==> config.mk <==
export PLATFORM = sky130hd
export DESIGN_NAME = sliding_window_frame_receiver_flat
export DESIGN_NICKNAME = d
export VERILOG_FILES = /design/src/hw/rtl/sfr_pkg.sv /design/src/hw/rtl/sfr_if.sv /design/src/hw/rtl/sfr_front.sv /design/src/hw/rtl/sfr_queue.sv /design/src/hw/rtl/sfr_back.sv /design/src/hw/rtl/sliding_window_frame_receiver.sv /design/src/flat_wrapper.sv
export SDC_FILE = /design/constraint.sdc
export NUM_CORES = 1
export LEC_CHECK = 0
export BUFFER_PORTS_ARGS = -buffer_cell sky130_fd_sc_hd__buf_2
export CAP_MARGIN = 20
export CORE_ASPECT_RATIO = 1.75
export CORE_MARGIN = 2
export CORE_UTILIZATION = 35
export CTS_CLUSTER_SIZE = 10
export DETAILED_ROUTE_END_ITERATION = 12
export SETUP_SLACK_MARGIN = 0.05
export SLEW_MARGIN = 15
export SYNTH_ARGS = -nofsm -noshare
export SYNTH_HDL_FRONTEND = slang
export SYNTH_SLANG_ARGS = --single-unit
==> constraint.sdc <==
create_clock -name clk -period 6.5 [get_ports clk]
set_clock_uncertainty 0.2 [all_clocks]
set_input_delay 0 -clock clk [delete_from_list [all_inputs] [get_ports clk]]
set_output_delay 0 -clock clk [all_outputs]
set_load 0.1 [all_outputs]
==> src/hw/rtl/sfr_pkg.sv <==
// shared types, codes and constants of the sliding-window frame receiver
package sfr_pkg;

  // input opcodes
  localparam logic [1:0] OP_BYTE  = 2'd0;
  localparam logic [1:0] OP_TICK  = 2'd1;
  localparam logic [1:0] OP_RESET = 2'd2;

  // configuration register indexes
  localparam logic [1:0] REG_NODE_ADDR = 2'd0;
  localparam logic [1:0] REG_WINDOW    = 2'd1;
  localparam logic [1:0] REG_TIMEOUT   = 2'd2;

  // configuration reset values
  localparam logic [7:0]  NODE_ADDR_RST = 8'h02;
  localparam logic [7:0]  WINDOW_RST    = 8'd4;
  localparam logic [15:0] TIMEOUT_RST   = 16'd2000;

  // frame format
  localparam logic [7:0] FLAG_BYTE      = 8'h7E;
  localparam logic [7:0] BROADCAST_ADDR = 8'hFF;
  localparam int         FRAME_OVERHEAD = 10;
  localparam int         MAX_PAYLOAD_DEF = 64;

  // control bytes
  localparam logic [7:0] CTL_DATA      = 8'h01;
  localparam logic [7:0] CTL_HANDSHAKE = 8'h04;
  localparam logic [7:0] CTL_FINISH    = 8'h05;
  localparam logic [7:0] CTL_REM_ERROR = 8'h06;

  // event codes
  localparam logic [3:0] EV_BAD_FRAME = 4'd0;
  localparam logic [3:0] EV_NOT_ADDR  = 4'd1;
  localparam logic [3:0] EV_HANDSHAKE = 4'd2;
  localparam logic [3:0] EV_DATA      = 4'd3;
  localparam logic [3:0] EV_DUPLICATE = 4'd4;
  localparam logic [3:0] EV_FINISH    = 4'd5;
  localparam logic [3:0] EV_REM_ERROR = 4'd6;
  localparam logic [3:0] EV_UNKNOWN   = 4'd7;
  localparam logic [3:0] EV_IGNORED   = 4'd8;
  localparam logic [3:0] EV_TIMEOUT   = 4'd9;

  // receiver states
  localparam logic [1:0] RX_WAITING   = 2'd0;
  localparam logic [1:0] RX_RECEIVING = 2'd1;
  localparam logic [1:0] RX_COMPLETE  = 2'd2;
  localparam logic [1:0] RX_ERROR     = 2'd3;

  // kinds of word passed from front to back
  localparam logic [1:0] K_FRAME_OK  = 2'd0;
  localparam logic [1:0] K_FRAME_BAD = 2'd1;
  localparam logic [1:0] K_TICK      = 2'd2;
  localparam logic [1:0] K_RESET     = 2'd3;

  localparam int QUEUE_DEPTH = 4;

  typedef struct packed {
    logic [1:0]  kind;
    logic [7:0]  address;
    logic [7:0]  control;
    logic [7:0]  sequence_no;
    logic [15:0] length;
  } cmd_t;

  typedef struct packed {
    logic [7:0]  node_address;
    logic [7:0]  window_size;
    logic [15:0] timeout_ticks;
  } cfg_t;

endpackage

==> src/hw/rtl/sfr_if.sv <==
// valid/ready channel interfaces for input words and result words
interface sfr_in_if;
  logic       valid;
  logic       ready;
  logic [1:0] opcode;
  logic [7:0] data_byte;
  logic       last_byte;
  modport source (output valid, opcode, data_byte, last_byte, input ready);
  modport sink (input valid, opcode, data_byte, last_byte, output ready);
endinterface

interface sfr_out_if;
  logic        valid;
  logic        ready;
  logic [3:0]  event_res;
  logic        ack_sent;
  logic [7:0]  ack_number;
  logic [1:0]  receiver_state;
  logic [15:0] frames_received;
  logic [31:0] bytes_received;
  logic [7:0]  error_count;
  modport source (output valid, event_res, ack_sent, ack_number, receiver_state,
                  frames_received, bytes_received, error_count, input ready);
  modport sink (input valid, event_res, ack_sent, ack_number, receiver_state,
                frames_received, bytes_received, error_count, output ready);
endinterface

==> src/hw/rtl/sfr_front.sv <==
// front end: assembles frame bytes, checks framing and classifies words
module sfr_front
  import sfr_pkg::*;
#(
  parameter int MAX_PAYLOAD = MAX_PAYLOAD_DEF
) (
  input  logic     clk,
  input  logic     rst_n,
  sfr_in_if.sink   in_ch,
  input  logic     q_full,
  output logic     push,
  output cmd_t     push_cmd
);

  localparam int FRAME_MAX = MAX_PAYLOAD + FRAME_OVERHEAD;
  localparam int POS_W     = $clog2(FRAME_MAX + 1);
  localparam int TOT_W     = 17;

  logic [POS_W-1:0] pos_r, pos_nxt;
  logic             bad_r, bad_nxt;
  logic [7:0]       addr_r, addr_nxt, ctl_r, ctl_nxt, seq_r, seq_nxt;
  logic [15:0]      len_r, len_nxt;
  logic             acc, at_end, ok;
  logic [TOT_W-1:0] total, expect_total;

  assign in_ch.ready = !q_full;
  assign acc = in_ch.valid && !q_full;
  assign at_end = (pos_r >= POS_W'(FRAME_MAX));

  // byte assembly
  always_comb begin
    pos_nxt  = pos_r;
    bad_nxt  = bad_r;
    addr_nxt = addr_r;
    ctl_nxt  = ctl_r;
    seq_nxt  = seq_r;
    len_nxt  = len_r;
    push     = 1'b0;
    ok       = 1'b0;
    total        = TOT_W'(pos_r) + TOT_W'(1);
    expect_total = TOT_W'(FRAME_OVERHEAD) + TOT_W'(len_r);
    push_cmd = '{kind: K_TICK, address: addr_r, control: ctl_r,
                 sequence_no: seq_r, length: len_r};
    if (acc) begin
      unique case (in_ch.opcode)
        OP_BYTE: begin
          if (at_end) begin
            bad_nxt = 1'b1;
          end else if (pos_r == '0) begin
            if (in_ch.data_byte != FLAG_BYTE) bad_nxt = 1'b1;
          end else if (pos_r == POS_W'(1)) begin
            addr_nxt = in_ch.data_byte;
          end else if (pos_r == POS_W'(2)) begin
            ctl_nxt = in_ch.data_byte;
          end else if (pos_r == POS_W'(3)) begin
            seq_nxt = in_ch.data_byte;
          end else if (pos_r == POS_W'(5)) begin
            len_nxt = {in_ch.data_byte, len_r[7:0]};
          end else if (pos_r == POS_W'(6)) begin
            len_nxt = {len_r[15:8], in_ch.data_byte};
          end
          if (!in_ch.last_byte) begin
            if (!at_end) pos_nxt = pos_r + POS_W'(1);
          end else begin
            expect_total = TOT_W'(FRAME_OVERHEAD) + TOT_W'(len_nxt);
            ok = !bad_nxt && (total >= TOT_W'(FRAME_OVERHEAD)) &&
                 (in_ch.data_byte == FLAG_BYTE) && (total == expect_total) &&
                 (len_nxt <= 16'(MAX_PAYLOAD));
            push = 1'b1;
            push_cmd = '{kind: ok ? K_FRAME_OK : K_FRAME_BAD, address: addr_nxt,
                         control: ctl_nxt, sequence_no: seq_nxt, length: len_nxt};
            pos_nxt = '0;
            bad_nxt = 1'b0;
          end
        end
        OP_TICK: begin
          push = 1'b1;
        end
        OP_RESET: begin
          push = 1'b1;
          push_cmd.kind = K_RESET;
          pos_nxt = '0;
          bad_nxt = 1'b0;
        end
        default: begin
          push = 1'b0;
        end
      endcase
    end
  end

  // state registers
  always_ff @(posedge clk) begin
    if (!rst_n) begin
      pos_r  <= '0;
      bad_r  <= 1'b0;
      addr_r <= '0;
      ctl_r  <= '0;
      seq_r  <= '0;
      len_r  <= '0;
    end else begin
      pos_r  <= pos_nxt;
      bad_r  <= bad_nxt;
      addr_r <= addr_nxt;
      ctl_r  <= ctl_nxt;
      seq_r  <= seq_nxt;
      len_r  <= len_nxt;
    end
  end

endmodule

==> src/hw/rtl/sfr_queue.sv <==
// short fifo of classified words between front and back
module sfr_queue
  import sfr_pkg::*;
(
  input  logic clk,
  input  logic rst_n,
  input  logic push,
  input  cmd_t push_cmd,
  output logic full,
  output logic q_valid,
  output cmd_t q_cmd,
  input  logic pop
);

  localparam int AW = $clog2(QUEUE_DEPTH);

  cmd_t          mem_r [QUEUE_DEPTH];
  logic [AW-1:0] wr_r, rd_r;
  logic [AW:0]   cnt_r;

  assign full    = (cnt_r == (AW+1)'(QUEUE_DEPTH));
  assign q_valid = (cnt_r != '0);
  assign q_cmd   = mem_r[rd_r];

  // storage
  always_ff @(posedge clk) begin
    if (push) mem_r[wr_r] <= push_cmd;
  end

  // pointers and fill count
  always_ff @(posedge clk) begin
    if (!rst_n) begin
      wr_r  <= '0;
      rd_r  <= '0;
      cnt_r <= '0;
    end else begin
      if (push) wr_r <= wr_r + AW'(1);
      if (pop) rd_r <= rd_r + AW'(1);
      unique case ({push, pop})
        2'b10:   cnt_r <= cnt_r + (AW+1)'(1);
        2'b01:   cnt_r <= cnt_r - (AW+1)'(1);
        default: cnt_r <= cnt_r;
      endcase
    end
  end

  a_no_overflow: assert property (@(posedge clk) disable iff (!rst_n)
    full |-> !push) else $error("queue written while full");
  a_no_underflow: assert property (@(posedge clk) disable iff (!rst_n)
    !q_valid |-> !pop) else $error("queue read while empty");
  a_count_bound: assert property (@(posedge clk) disable iff (!rst_n)
    cnt_r <= (AW+1)'(QUEUE_DEPTH)) else $error("queue count out of range");

endmodule

==> src/hw/rtl/sfr_back.sv <==
// back end: protocol state, window check, counters, idle timer and result register
module sfr_back
  import sfr_pkg::*;
(
  input  logic     clk,
  input  logic     rst_n,
  input  cfg_t     cfg,
  input  logic     q_valid,
  input  cmd_t     q_cmd,
  output logic     pop,
  sfr_out_if.source out_ch
);

  logic [1:0]  rx_r, rx_nxt;
  logic [7:0]  exp_r, exp_nxt, rerr_r, rerr_nxt;
  logic [15:0] fc_r, fc_nxt, idle_r, idle_nxt, tick_inc;
  logic [31:0] bc_r, bc_nxt;
  logic        emit, ack;
  logic [3:0]  ev;
  logic [7:0]  ack_num, seq_off;
  logic        addressed;

  logic        ov_r;
  logic [3:0]  ev_r;
  logic        ack_r;
  logic [7:0]  ackn_r, rerr_o_r;
  logic [1:0]  st_o_r;
  logic [15:0] fc_o_r;
  logic [31:0] bc_o_r;

  assign pop = q_valid && (!ov_r || out_ch.ready);
  assign tick_inc = (idle_r == 16'hFFFF) ? idle_r : idle_r + 16'd1;
  assign seq_off = q_cmd.sequence_no - exp_r;
  assign addressed = (q_cmd.address == cfg.node_address) ||
                     (q_cmd.address == BROADCAST_ADDR);

  // word execution
  always_comb begin
    rx_nxt   = rx_r;
    exp_nxt  = exp_r;
    rerr_nxt = rerr_r;
    fc_nxt   = fc_r;
    bc_nxt   = bc_r;
    idle_nxt = idle_r;
    emit     = 1'b0;
    ack      = 1'b0;
    ev       = EV_BAD_FRAME;
    ack_num  = 8'd0;
    if (pop) begin
      unique case (q_cmd.kind)
        K_TICK: begin
          if (rx_r == RX_RECEIVING && tick_inc > cfg.timeout_ticks) begin
            rx_nxt   = RX_ERROR;
            idle_nxt = 16'd0;
            emit     = 1'b1;
            ev       = EV_TIMEOUT;
          end else begin
            idle_nxt = tick_inc;
          end
        end
        K_RESET: begin
          rx_nxt   = RX_WAITING;
          fc_nxt   = 16'd0;
          bc_nxt   = 32'd0;
          rerr_nxt = 8'd0;
          exp_nxt  = 8'd0;
        end
        K_FRAME_BAD: begin
          emit = 1'b1;
          ev   = EV_BAD_FRAME;
        end
        default: begin
          emit     = 1'b1;
          idle_nxt = 16'd0;
          if (!addressed) begin
            ev = EV_NOT_ADDR;
          end else begin
            unique case (q_cmd.control)
              CTL_HANDSHAKE: begin
                if (rx_r == RX_WAITING) begin
                  rx_nxt = RX_RECEIVING;
                  fc_nxt = 16'd0;
                  bc_nxt = 32'd0;
                  ev     = EV_HANDSHAKE;
                  ack    = 1'b1;
                end else begin
                  ev = EV_IGNORED;
                end
              end
              CTL_DATA: begin
                if (rx_r == RX_RECEIVING) begin
                  ack = 1'b1;
                  if (seq_off < cfg.window_size) begin
                    fc_nxt = fc_r + 16'd1;
                    bc_nxt = bc_r + 32'(q_cmd.length);
                    if (q_cmd.sequence_no == exp_r) exp_nxt = exp_r + 8'd1;
                    ev = EV_DATA;
                  end else begin
                    ev = EV_DUPLICATE;
                  end
                  ack_num = exp_nxt;
                end else begin
                  ev = EV_IGNORED;
                end
              end
              CTL_FINISH: begin
                if (rx_r == RX_RECEIVING) begin
                  rx_nxt  = RX_COMPLETE;
                  ev      = EV_FINISH;
                  ack     = 1'b1;
                  ack_num = exp_r;
                end else begin
                  ev = EV_IGNORED;
                end
              end
              CTL_REM_ERROR: begin
                rx_nxt   = RX_ERROR;
                rerr_nxt = rerr_r + 8'd1;
                ev       = EV_REM_ERROR;
              end
              default: begin
                ev = EV_UNKNOWN;
              end
            endcase
          end
        end
      endcase
    end
  end

  // protocol state and counters
  always_ff @(posedge clk) begin
    if (!rst_n) begin
      rx_r   <= RX_WAITING;
      exp_r  <= '0;
      rerr_r <= '0;
      fc_r   <= '0;
      bc_r   <= '0;
      idle_r <= '0;
      ov_r   <= 1'b0;
    end else begin
      rx_r   <= rx_nxt;
      exp_r  <= exp_nxt;
      rerr_r <= rerr_nxt;
      fc_r   <= fc_nxt;
      bc_r   <= bc_nxt;
      idle_r <= idle_nxt;
      if (pop) ov_r <= emit;
      else if (out_ch.ready) ov_r <= 1'b0;
    end
  end

  // result register
  always_ff @(posedge clk) begin
    if (pop && emit) begin
      ev_r     <= ev;
      ack_r    <= ack;
      ackn_r   <= ack_num;
      st_o_r   <= rx_nxt;
      fc_o_r   <= fc_nxt;
      bc_o_r   <= bc_nxt;
      rerr_o_r <= rerr_nxt;
    end
  end

  assign out_ch.valid           = ov_r;
  assign out_ch.event_res       = ev_r;
  assign out_ch.ack_sent        = ack_r;
  assign out_ch.ack_number      = ackn_r;
  assign out_ch.receiver_state  = st_o_r;
  assign out_ch.frames_received = fc_o_r;
  assign out_ch.bytes_received  = bc_o_r;
  assign out_ch.error_count     = rerr_o_r;

  a_reset_clears: assert property (@(posedge clk) disable iff (!rst_n)
    pop && q_cmd.kind == K_RESET |=> rx_r == RX_WAITING && fc_r == '0 &&
    bc_r == '0 && rerr_r == '0 && exp_r == '0) else $error("reset word left state");
  a_timeout_err: assert property (@(posedge clk) disable iff (!rst_n)
    pop && emit && ev == EV_TIMEOUT |=> rx_r == RX_ERROR && idle_r == '0)
    else $error("timeout did not enter error");
  a_no_pop_blocked: assert property (@(posedge clk) disable iff (!rst_n)
    ov_r && !out_ch.ready |-> !pop) else $error("word taken over pending result");

endmodule

==> src/hw/rtl/sliding_window_frame_receiver.sv <==
// Sliding-window frame receiver: takes one word per cycle while the queue has
// room (frame byte, tick or receiver reset) and gives at most one event per
// word. A front stage builds frames and checks flags and length, a four-word
// queue decouples it from the back stage, which runs the handshake/data/finish
// protocol, the window check and the idle timer, and holds each event in an
// output register. Sustained rate is one word per cycle while results are
// taken; an event passes the queue and then the output register, later only
// while an earlier event waits there. Configuration must be written through
// cfg_we/cfg_index/cfg_wdata only while the block is idle; the block does not check.
module sliding_window_frame_receiver
  import sfr_pkg::*;
#(
  parameter int MAX_PAYLOAD = MAX_PAYLOAD_DEF
) (
  input  logic        clk,
  input  logic        rst_n,
  sfr_in_if.sink      in_ch,
  sfr_out_if.source   out_ch,
  input  logic        cfg_we,
  input  logic [1:0]  cfg_index,
  input  logic [15:0] cfg_wdata
);

  cfg_t cfg_r;
  logic push, full, q_valid, pop;
  cmd_t push_cmd, q_cmd;

  // configuration registers
  always_ff @(posedge clk) begin
    if (!rst_n) begin
      cfg_r <= '{node_address: NODE_ADDR_RST, window_size: WINDOW_RST,
                 timeout_ticks: TIMEOUT_RST};
    end else if (cfg_we) begin
      unique case (cfg_index)
        REG_NODE_ADDR: cfg_r.node_address  <= cfg_wdata[7:0];
        REG_WINDOW:    cfg_r.window_size   <= cfg_wdata[7:0];
        REG_TIMEOUT:   cfg_r.timeout_ticks <= cfg_wdata;
        default:       cfg_r <= cfg_r;
      endcase
    end
  end

  sfr_front #(.MAX_PAYLOAD(MAX_PAYLOAD)) u_front (
    .clk, .rst_n, .in_ch, .q_full(full), .push, .push_cmd
  );

  sfr_queue u_queue (
    .clk, .rst_n, .push, .push_cmd, .full, .q_valid, .q_cmd, .pop
  );

  sfr_back u_back (
    .clk, .rst_n, .cfg(cfg_r), .q_valid, .q_cmd, .pop, .out_ch
  );

endmodule

==> src/flat_wrapper.sv <==
// flat-port wrapper written by rule: the top's interface ports become plain ports
module sliding_window_frame_receiver_flat import sfr_pkg::*;
#(
  parameter int MAX_PAYLOAD = MAX_PAYLOAD_DEF
)
  (clk, rst_n, cfg_we, cfg_index, cfg_wdata, in_ch_valid, in_ch_opcode, in_ch_data_byte, in_ch_last_byte, in_ch_ready, out_ch_valid, out_ch_event_res, out_ch_ack_sent, out_ch_ack_number, out_ch_receiver_state, out_ch_frames_received, out_ch_bytes_received, out_ch_error_count, out_ch_ready);
  sfr_in_if in_ch_i ();
  sfr_out_if out_ch_i ();
  input  logic clk;
  input  logic rst_n;
  input  logic cfg_we;
  input  logic [1:0] cfg_index;
  input  logic [15:0] cfg_wdata;
  input wire logic [$bits(in_ch_i.valid)-1:0] in_ch_valid;
  input wire logic [$bits(in_ch_i.opcode)-1:0] in_ch_opcode;
  input wire logic [$bits(in_ch_i.data_byte)-1:0] in_ch_data_byte;
  input wire logic [$bits(in_ch_i.last_byte)-1:0] in_ch_last_byte;
  output wire logic [$bits(in_ch_i.ready)-1:0] in_ch_ready;
  output wire logic [$bits(out_ch_i.valid)-1:0] out_ch_valid;
  output wire logic [$bits(out_ch_i.event_res)-1:0] out_ch_event_res;
  output wire logic [$bits(out_ch_i.ack_sent)-1:0] out_ch_ack_sent;
  output wire logic [$bits(out_ch_i.ack_number)-1:0] out_ch_ack_number;
  output wire logic [$bits(out_ch_i.receiver_state)-1:0] out_ch_receiver_state;
  output wire logic [$bits(out_ch_i.frames_received)-1:0] out_ch_frames_received;
  output wire logic [$bits(out_ch_i.bytes_received)-1:0] out_ch_bytes_received;
  output wire logic [$bits(out_ch_i.error_count)-1:0] out_ch_error_count;
  input wire logic [$bits(out_ch_i.ready)-1:0] out_ch_ready;
  assign in_ch_i.valid = in_ch_valid;
  assign in_ch_i.opcode = in_ch_opcode;
  assign in_ch_i.data_byte = in_ch_data_byte;
  assign in_ch_i.last_byte = in_ch_last_byte;
  assign in_ch_ready = in_ch_i.ready;
  assign out_ch_valid = out_ch_i.valid;
  assign out_ch_event_res = out_ch_i.event_res;
  assign out_ch_ack_sent = out_ch_i.ack_sent;
  assign out_ch_ack_number = out_ch_i.ack_number;
  assign out_ch_receiver_state = out_ch_i.receiver_state;
  assign out_ch_frames_received = out_ch_i.frames_received;
  assign out_ch_bytes_received = out_ch_i.bytes_received;
  assign out_ch_error_count = out_ch_i.error_count;
  assign out_ch_i.ready = out_ch_ready;
  sliding_window_frame_receiver #(.MAX_PAYLOAD(MAX_PAYLOAD)) u_core (.clk(clk), .rst_n(rst_n), .in_ch(in_ch_i), .out_ch(out_ch_i), .cfg_we(cfg_we), .cfg_index(cfg_index), .cfg_wdata(cfg_wdata));
endmodule
# After elaboration in Yosys (flattened, before gate mapping)
# Memory sizes are Yosys's and may differ from the RTL's. A register that Yosys moved wholly into a read port is not among the register bits.
# Index checks and enable logic that the tools add are counted.
[totals]
regBits = 241
mem_bits_rw = 168
input_bits = 34
out_inout_bits = 73
word_cells = 211
n_memories = 1
[classes]
n_addsub = 13
order_cmp = 5
n_eq_ne = 28
muxes = 97
bitwise = 4
reduce_logical = 37
[memory_table]
columns = ["name", "words", "word_bits", "rd", "rd_clocked_by_memory_dff", "wr", "line", "source"]
rows = [
  ["u_core.u_queue.mem_r", 4, 42, 1, 1, 1, "sfr_queue.sv:17", "cmd_t mem_r [QUEUE_DEPTH];"],
]
[ops]
columns = ["op", "n"]
rows = [
  ["16-bit 2-to-1 mux", 15],
  ["8-bit 2-to-1 mux", 23],
  ["32-bit 2-to-1 mux", 5],
  ["32-bit case mux with 2 select lines", 2],
  ["16-bit case mux with 2 select lines", 3],
  ["42-bit 2-to-1 mux", 2],
  ["8-bit case mux with 2 select lines", 3],
  ["40-bit 2-to-1 mux", 1],
  ["16-bit by 1-bit adder with 16-bit output (second input constant)", 2],
  ["32-bit by 16-bit adder with 32-bit output", 1],
  ["8-bit by 3-bit equality test with 1-bit output (second input constant)", 3],
  ["4-bit 2-to-1 mux", 5],
  ["4-bit by 16-bit adder with 17-bit output (first input constant)", 1],
  ["8-bit by 17-bit equality test with 1-bit output", 1],
  ["1-bit 2-to-1 mux", 17],
  ["8-bit by 1-bit adder with 8-bit output (second input constant)", 2],
  ["16-bit equality test (second input constant)", 1],
  ["8-bit equality test", 2],
  ["16-bit greater-than comparator", 1],
  ["16-bit by 7-bit less-or-equal comparator with 1-bit output (second input constant)", 1],
  ["4-bit case mux with 4 select lines", 1],
  ["7-bit by 2-bit equality test with 1-bit output (second input constant)", 2],
  ["7-bit by 3-bit equality test with 1-bit output (second input constant)", 2],
  ["2-bit 2-to-1 mux", 7],
  ["other kinds (39)", 81],
]

# Longest topological paths before layout
[depth]
ltp_word = 18
depth_mapped = 23
mapped_depth_nobuf = 19

# Cells and area by module
# Synthesis repeated with hierarchy kept, for this count alone.
[unflattened]
hier_cells = 1802
area_unflattened_um2 = 20440.9
[by_module_without_submodules]
columns = ["mod", "n_inst", "cells_each", "area_per_inst_um2", "seq_area_each_um2"]
rows = [
  ["sfr_back", 1, 1023, 9328.9, 3793.6],
  ["sfr_queue", 1, 262, 6556.3, 5225.0],
  ["sfr_front", 1, 385, 3214.3, 960.9],
  ["sliding_window_frame_receiver", 1, 132, 1341.3, 640.6],
]

# Worst setup path before layout
# OpenSTA, ideal clock, no wires.
[synth_timing]
path_type = "register to register"
startpoint = "reg u_core.u_back.idle_r[2]"
endpoint = "reg u_core.u_back.ackn_r[0], in the netlist u_core.u_back.out_ch.ack_number[0] (enable)"
setup_time_ps = 502
arrival_ps = 6179
required_time_ps = 5798
path_slack_ps = -381
stages_incl_launch_ff = 17
path_buffers = 3
period_less_slack_ps = 6881
cell_sequence = "dfxtp_1 clkbuf_1 and4_1 clkbuf_1 nand4_1 or2_2 clkbuf_1 nand3_1 nor2_1 xor2_1 ha_1 nand4_1 o31ai_1 o211ai_1 a211oi_1 a21oi_1 nor2_1"
[synth_between]
elab_chain_len = 8
word_cells_on_any_way = 9
cone_classes = "add/sub: 1; order compare: 1; eq/ne: 1; mux: 4; reduce/logical: 2"
[synth_lines]
columns = ["element", "line", "source"]
rows = [
  ["start, declared", "sfr_back.sv:16", "logic [15:0] fc_r, fc_nxt, idle_r, idle_nxt, tick_inc;"],
  ["start signal, assigned", "sfr_back.sv:147", "idle_r <= idle_nxt;"],
  ["16-bit by 1-bit adder with 16-bit output / 16-bit equality test (equally long branches)", "sfr_back.sv:32", "assign tick_inc = (idle_r == 16'hFFFF) ? idle_r : idle_r + 16'd1;"],
  ["16-bit 2-to-1 mux *", "sfr_back.sv:32", ""],
  ["16-bit greater-than comparator *", "sfr_back.sv:52", "if (rx_r == RX_RECEIVING && tick_inc > cfg.timeout_ticks) begin"],
  ["1-bit logical AND *", "sfr_back.sv:52", ""],
  ["1-bit 2-to-1 mux *", "sfr_back.sv:52", ""],
  ["1-bit case mux with 2 select lines *", "sfr_back.sv:50", "unique case (q_cmd.kind)"],
  ["1-bit 2-to-1 mux *", "sfr_back.sv:49", "if (pop) begin"],
  ["1-bit logical AND *", "sfr_back.sv:155", "if (pop && emit) begin"],
  ["end signal, assigned", "sfr_back.sv:158", "ackn_r <= ack_num;"],
  ["end, declared", "sfr_back.sv:26", "logic [7:0] ackn_r, rerr_o_r;"],
]
# Every way passes the cells marked *; elsewhere a longest branch is shown, timed or not.
# A chain may end at the register's enable or synchronous reset.

==> impl_metrics.toml <==
[status]
run_status = "completed"

[synthesis]
synth_top_area_share_pct = 35.2
netlist_top_cells_area = "sky130_fd_sc_hd__edfxtp_1, sky130_fd_sc_hd__dfxtp_1, sky130_fd_sc_hd__mux4_2, sky130_fd_sc_hd__ha_1, sky130_fd_sc_hd__a21oi_1"
ys.warnings.count = 0
synth_top_cells_by_count = "sky130_fd_sc_hd__edfxtp_1, sky130_fd_sc_hd__dfxtp_1, sky130_fd_sc_hd__nand2_1, sky130_fd_sc_hd__nor2_1, sky130_fd_sc_hd__a21oi_1"
synth-seq-cells = 411
synth_top_flop_cell = "sky130_fd_sc_hd__edfxtp_1"
synth_sequential_area_ratio_pct = 52.1
number_of_synthesized_flops_with_an_enable_pin = 239
yosysMostFrequentCell = "sky130_fd_sc_hd__edfxtp_1"
synthesis.area_mm2 = 0.0204
synth.avg_cell_area_um2 = 11.0
post-synth-top-area-cell = "sky130_fd_sc_hd__edfxtp_1"
syn_inst = 1854
asr_flop_ratio_synth_pct = 0
synthesized_nets = 1958
post_synth_num_cell_types = 84

[clock_tree]
clock_sink_count = 411
post_cts_hold_buffer_count = 66
ctsResizeCount = 0
clock_tree_from_tritoncts = "yes"
cts-root-to-sink-buffers = 3
clk_pin_slew_worst_setup_hold_paths_ns = 0.06
root_buffer = "sky130_fd_sc_hd__clkbuf_16"
number_of_buffers_created_by_cts = 47
worst_skew_pair.late_latency_ns = 0.61
cts_setup_buffers = 0
h_tree_lvls = 2

[worst_setup_path]
worstPathCellList = "mux4_2 -> ha_1 -> a21o_1 -> a21oi_1 -> o21bai_1 -> a21oi_1 -> o21ai_0 -> xor2_1 -> ha_1 -> a21oi_1 -> o211ai_1 -> a211oi_1 -> buf_4 -> o31a_1 -> or4bb_1 -> a221oi_1 -> o21ai_0"
timing.critical_path.arrival_ns = 5.67
crit_family = "compound AO/OA/AOI/OAI gates"
setup.worst_path.start_class = "flop"
crit_path_top_delay_cell = "sky130_fd_sc_hd__dfxtp_2"
path_max_fanout = 26
critPathBufInv = 1
worst_setup_path_end_kind = "flop"
critical-path-max-stage-delay_ns = 0.68
timing.critical_path.mode_cell = "sky130_fd_sc_hd__a21oi_1"
required_ns = 6.64
crit_type = "reg2reg"

[place]
gp_congestion = 0.934
port_buffers = 106
hpwlAfterDp_mm = 40.6

[routing]
via_per_inst = 5.58
route.vias.total = 15800
drcViolationCount = 0
drtPass1Iterations = 6
finalWirelength_mm = 56.9
drt.antenna.violating_nets = 0
drt_iter0_drc = 960
routed_wire_length_per_instance_um = 20.1

[worst_hold_path]
timing.hold.worst.class = "in2reg"
hold_path_startpoint = "cfg_wdata[3]"

[power_and_ir_drop]
cell_area_power_density_mw_per_mm2 = 358
total_leakage_power_nw = 8.49
ir_worst_vdd_v = 0.000266

[layout]
layout-drive-gt1-share_pct = 15.3
flow.area_growth_from_synthesis_pct = 17.4
post-route-util_pct = 41.4
final_net_count = 2124
diodes = 0

[die]
starting_density_pct = 35.2
floorplan.core_area_mm2 = 0.0578
die_h_um = 323
die_w_um = 186
io-pin-count = 107
die_area_mm2 = 0.0603
rows = 117

[global_routing]
grt_remaining_overflow = 0
wire_length_of_the_first_global_routing_pass_mm = 89.3
first_global_vias = 16400
antenna_violations_before_repair = 1
grt_max_degree = 70
globalRouteTotalUtil_pct = 18.7

[sta]
fmax_mhz = 181
rsz_0062_raised_after_global_routing = "false"
worst_slew_margin_relative_to_its_limit_pct = 32.8
total_negative_slack_for_setup_checks_ns = 0
final.min_clock_period_ns = 5.53
finish_stage_setup_viols = 0
timing_worst_slew_pin_value_ns = 1.00
finalHoldViolations = 0
finalMaxSlewViolations = 0
finalCritPeriodShare_pct = 85.0

[flow_run]
number_of_max_capacitance_violations_reported = 0
-- tightest hold or removal path, delay by kind of cell --
family / cells / cell delay (ns)
buffers and inverters: 2 / 0.65
muxes: 1 / 0.07
and+or+nand+nor: 1 / 0.07
-- cell usage in the layout, fill, tap and decap left out, types with 32 or more instances in the layout --
cell,instances
sky130_fd_sc_hd__buf_2,107
sky130_fd_sc_hd__dfxtp_1,170
sky130_fd_sc_hd__inv_1,61
sky130_fd_sc_hd__clkbuf_16,47
sky130_fd_sc_hd__mux4_2,39
sky130_fd_sc_hd__mux2_2,42
sky130_fd_sc_hd__o21ai_0,58
sky130_fd_sc_hd__clkbuf_1,32
sky130_fd_sc_hd__dlygate4sd3_1,66
sky130_fd_sc_hd__nand3_1,80
sky130_fd_sc_hd__nand2_1,162
sky130_fd_sc_hd__ha_1,67
sky130_fd_sc_hd__a21oi_1,129
sky130_fd_sc_hd__buf_4,32
sky130_fd_sc_hd__edfxtp_1,239
sky130_fd_sc_hd__mux2i_1,52
sky130_fd_sc_hd__xnor2_1,40
sky130_fd_sc_hd__nor2_1,135
-- cell type report --
| class | instances | area (µm²) |
|---|---|---|
| sequential | 411 | 10600 |
| tap | 773 | 967 |
| clock inverter | 4 | 75.1 |
| inverter | 63 | 238 |
| multi-input combinational | 1287 | 9160 |
| clock buffer | 81 | 1320 |
| timing repair buffer | 210 | 1540 |
| fill | 5394 | 33900 |
-- per-stage QoR --
| stage | total power, mW | hold slack (ns) | instances | setup slack (ns) | instance area, µm² |
|---|---|---|---|---|---|
| 2_1_floorplan | 5.37 | -0.0712 | 1854 | 0.558 | 20400 |
| 3_3_place_gp | 6.06 | 0.0300 | 2673 | 1.16 | 21800 |
| 3_5_place_dp | 6.11 | 0.0303 | 2676 | 0.985 | 21800 |
| 4_1_cts | 8.61 | 0.0371 | 2827 | 0.983 | 23900 |
| 5_1_grt | 8.92 | 0.0795 | 2829 | 0.674 | 23900 |
| 6_report | 8.56 | 0.0469 | 2829 | 0.973 | 23900 |
-- final timing paths --
| path | depth (start not counted) | endpoint | slack, ns |
|---|---|---|---|
| setup / recovery | 17 | u_core.u_back.out_ch.bytes_received[31] | 0.97 |
| hold / removal | 4 | u_core.cfg_r[27] | 0.05 |
| setup reg to reg | 17 | u_core.u_back.out_ch.bytes_received[31] | 0.97 |
| hold reg to reg | 2 | u_core.u_front.addr_r[4] | 0.25 |
-- layer usage --
layer	GRT usage (%)	vias up	wire length, µm
met3	2.32	215	2390
met2	35.6	545	29800
met4	13.1	0	4090
li1	-	7352	-
met5	0	-	0
met1	18.9	7677	20600
-- state kept, by name, indices dropped and copies added (netlist names), 16 cells and up, named ones only --
register and flops:
u_core.u_back.fc_r 16, u_core.u_back.out_ch.frames_received 16, u_core.u_back.bc_r 32, u_core.u_queue.mem_r 168, u_core.u_front.len_r 16, u_core.u_back.idle_r 16, u_core.cfg_r 32, u_core.u_back.out_ch.bytes_received 32
-- cells by family (layout without fill, tap and decap cells) --
| family | count (synthesis) | count (layout) | synth area share, % |
|---|---|---|---|
| multiplexers | 133 | 133 | 9.18 |
| buffers and inverters | 156 | 358 | 3.00 |
| AO/OA/AOI/OAI | 431 | 431 | 14.3 |
| XOR/XNOR | 57 | 57 | 2.45 |
| flip-flops | 411 | 411 | 52.1 |
| AND/OR/NAND/NOR | 596 | 596 | 14.5 |
| adder cells (fa/ha/maj) | 70 | 70 | 4.41 |
-- where the power goes --
group          internal (mW)  switching, mW
clock                   1.39           1.08
sequential              2.99          0.109
combinational          0.771           2.22
No activity file was read; power rests on OpenSTA's default activity.
